**src/rtl/core/ptb_ram.sv**
```systemverilog
`timescale 1ns / 1ps
// ptb_ram: generic single-write, single-read RAM with registered read data.
// No dependencies.
module ptb_ram #(
    parameter int WIDTH = 64,
    parameter int DEPTH = 16
) (
    input  logic                                   i_clk,
    input  logic                                   i_we,
    input  logic [((DEPTH > 1) ? $clog2(DEPTH) : 1)-1:0] i_waddr,
    input  logic [WIDTH-1:0]                       i_wdata,
    input  logic [((DEPTH > 1) ? $clog2(DEPTH) : 1)-1:0] i_raddr,
    output logic [WIDTH-1:0]                       o_rdata
);
    logic [WIDTH-1:0] r_mem [DEPTH];
    logic [WIDTH-1:0] r_rdata;

    always_ff @(posedge i_clk) begin
        if (i_we) begin
            r_mem[i_waddr] <= i_wdata;
        end
        r_rdata <= r_mem[i_raddr];
    end

    assign o_rdata = r_rdata;
endmodule

```
**config.mk**
```make
export PLATFORM = sky130hd
export DESIGN_NAME = ptb_ram
export DESIGN_NICKNAME = d
export VERILOG_FILES = /design/src/rtl/core/ptb_ram.sv
export SDC_FILE = /design/constraint.sdc
export NUM_CORES = 1
export LEC_CHECK = 0
export ABC_AREA = 1
export BUFFER_PORTS_ARGS = -buffer_cell sky130_fd_sc_hd__buf_2
export CAP_MARGIN = 0
export CORE_ASPECT_RATIO = 0.75
export CORE_MARGIN = 3
export CORE_UTILIZATION = 30
export CTS_CLUSTER_DIAMETER = 50
export DETAILED_ROUTE_END_ITERATION = 8
export GPL_ROUTABILITY_DRIVEN = 0
export SETUP_SLACK_MARGIN = 0.1
export SLEW_MARGIN = 20
export SYNTH_ARGS = -nofsm -noshare
export SYNTH_HDL_FRONTEND = slang
export SYNTH_SLANG_ARGS = --single-unit
```
**constraint.sdc**
```tcl
create_clock -name i_clk -period 4.9 [get_ports i_clk]
set_input_delay 1.47 -clock i_clk [delete_from_list [all_inputs] [get_ports i_clk]]
set_output_delay 1.47 -clock i_clk [all_outputs]
set_load 0.005 [all_outputs]
```
==> results by group <==
Pwr
  • Leak Pwr: about 22 nW
  • Overall Power: around 20 mW
  • VDD IR max: approximately 0.00032 V
  • PwrDens: just under 400 nW/um^2

Synthesis
  • Top cell type's share of synthesized area: between 60% and 70%
  • Synth async-reset ratio: 0%
  • Yosys warns: 0
  • Syn Nets: 4284
  • Top cells by area, synth: edfxtp_1 (68%), nand2_1 (11%), nand3_1 (8.5%)
  • Cell Area, Synth: 45300 um^2
  • Most used DFF post-synth: edfxtp_1
  • Most frequent cell after synthesis: nand2_1
  • Yosys top cell by area: edfxtp_1
  • Cells after synthesis: ~4200
  • Seq/Total Area, Yosys: roughly 71%
  • Avg Inst Size Synth: 10.8 um^2
  • Post-synth EDFFs: 1024
  • Post-synth top cells: nand2_1 (1349), edfxtp_1 (1024), inv_1 (771)
  • #FFs+latches synth: 1088
  • Synth unique cells: 15

Setup path
  • CP Capture Type: output port
  • Buf+Inv Stages, Crit Path: 1
  • Worst Path Required: between 3000 and 4000 ps
  • Worst Path Arrival: between 1000 and 1500 ps
  • Crit-path slowest cell: dfxtp_1
  • CP Cell Sequence: buf_2
  • Critical path class: flop to output port
  • Crit path max-delay family: flip-flops
  • Crit path largest cell delay: ~500 ps
  • Crit-path max FO: 1
  • Crit start category: flop

Clock tree
  • Clk slew on worst S/H paths: ~60 ps
  • Setup Buffers After CTS: 0
  • Num Clock Sinks: about 1100
  • Worst skew pair latency: ~720 ps
  • Hold buffers post-CTS: 0
  • H-tree depth: 3
  • CTS buffer count: about 110
  • Cts repair resizes: 0
  • CTS tree: yes
  • Clk root buf: clkbuf_16
  • Clock Tree Buf Depth: 3

GRT
  • Pin count of the biggest net entering global routing: ~170
  • GR Layer Usage met2: 24.8%
  • Initial antenna violation count: 30
  • M1 GR Usage: 19.0%
  • GRT Total Usage: about 15%
  • Remaining global-route overflow: 0
  • First-pass GRT wire length: around 170000 um
  • Met3 GRT Util: 2.86%
  • GR peak layer: met2
  • Vias in the first global route: about 28000

Timing
  • RSZ-0062 raised after global routing: no
  • Period minus WS final: 2860 ps
  • Worst clock skew: about 37 ps
  • Pins over their slew limit: 0
  • Final hold vios: 0
  • Least-Margin Pin Slew: between 1000 and 1500 ps
  • Final period utilization: roughly three fifths
  • Relative slew slack: between 30% and 40%
  • Setup TNS: 0 ps
  • FMAX: ~350 MHz
  • Final count of negative-setup-slack endpoints: 0

Die
  • Core area: about 150000 um^2
  • Initial Utilization: between 30% and 40%
  • Full die area: roughly 160000 um^2
  • Row count: approximately 120
  • Die X: about 450 um
  • IO Pins: between 100 and 150
  • Die Ht: roughly 340 um

Drt
  • Final wirelength: ~110000 um
  • Drt drc: 0
  • Antenna-violating nets left: 0
  • WL/cell: ~18 um
  • DR vias/cell: between 4 and 5
  • Routed via count: around 28000
  • DRT Pass-1 Iters: 6
  • Detailed Route Iter0 Violations: approximately 2400

Cells and area
  • Synthesis-to-finish area growth: 14.5%
  • Final nets: between 4000 and 5000
  • # fillers: 14600
  • Register area: between 30000 and 40000 um^2
  • Layout cells sized above 1: ~8.6%
  • Multi-input gate area: around 9100 um^2
  • Design area: 51900 um^2

Flow run
  • Maxcap violations: 0

Placed design
  • PortBufs: between 100 and 150
  • DP Wirelength: about 58000 um
  • Placed instance area: 48200 um^2

Status
  • Outcome: complete, no violations

Min path
  • Type of the most critical hold path: flop to flop
## layout by cell type, fill, tap and decap left out, types with 3 or more instances in the layout
cell,synthesis,final
nand2_1,1349,1349
edfxtp_1,1024,1024
inv_1,771,770
nand3_1,769,769
buf_2,116,133
clkbuf_16,0,114
dfxtp_1,64,64
clkbuf_1,21,40
buf_12,0,35
buf_4,16,26
clkinv_2,0,17
nor2_4,0,16
diode_2,0,12
clkinv_1,0,10
clkbuf_8,0,7
bufinv_16,0,6
inv_8,0,4
inv_6,1,4
clkinv_8,0,4
inv_16,0,3
clkinv_16,0,3
clkinvlp_4,0,3
## worst paths after layout
| path | to | depth (start not counted) | from | slack [ps] |
|---|---|---|---|---|
| setup / recovery | o_rdata[28] | 1 | o_rdata[28]$_DFF_P_ | 2040 |
| hold / removal | o_rdata[18]$_DFF_P_ | 6 | r_mem[10][18]$_DFFE_PP_ | 650 |
| setup reg to reg | o_rdata[57]$_DFF_P_ | 6 | r_mem[0][57]$_DFFE_PP_ | 3710 |
| hold reg to reg | o_rdata[18]$_DFF_P_ | 6 | r_mem[10][18]$_DFFE_PP_ | 650 |
## per-layer routing
layer / vias up / part of all wire [%]
li1: 13800 / -
met1: 13600 / 43
met2: 760 / 48
met3: 216 / 5.9
met4: 10 / 2.4
met5: - / 0.062
## power by group
part	internal [mW]	total [mW]	switching, mW	leakage (nW)
clock	4.78	8.45	3.68	1.78
sequential	10.4	10.5	0.0827	9.79
combinational	0.331	1.16	0.833	10.0
## sequential cells by signal, indices dropped and copies added (netlist names)
register and flops:
o_rdata 64, r_mem 1024
## metrics by stage
stage,hold slack [ps],util (%),setup WS (ps),cells
CTS,653,34.9,1960,6392
detailed placement,640,32.4,1380,6180
finish,649,34.9,2040,6404
global route,711,34.9,1930,6397
global placement,638,32.4,1420,6180
floorplan,607,-,51.1,4210
## area by class of cell
type                            instances  share of cell area [%]
Clock inverter                         51                    1.12
Antenna cell                           12                  0.0579
Clock buffer                          161                    5.97
Tap cell                             1984                    4.79
Inverter                              774                    5.66
Multi-Input combinational cell       2137                    17.6
Timing Repair Buffer                  197                    3.09
Sequential cell                      1088                    61.7
## worst min-delay path, stage by stage (launching register included)
cell	delay [ps]
edfxtp_1	320
nand2_1	50
nand2_1	50
nand2_1	40
nand3_1	60
nand3_1	60
nand2_1	50
## cell families (layout without fill, tap and decap cells)
kind of cell | count (synthesis) | in the layout | share of synthesized area [%]
simple gates | 2137 | 2137 | 19.9
flops | 1088 | 1088 | 70.7
buf+inv | 985 | 1183 | 9.42
other cells | 0 | 12 | 0
Note: power is estimated with default switching activity, not from simulation.
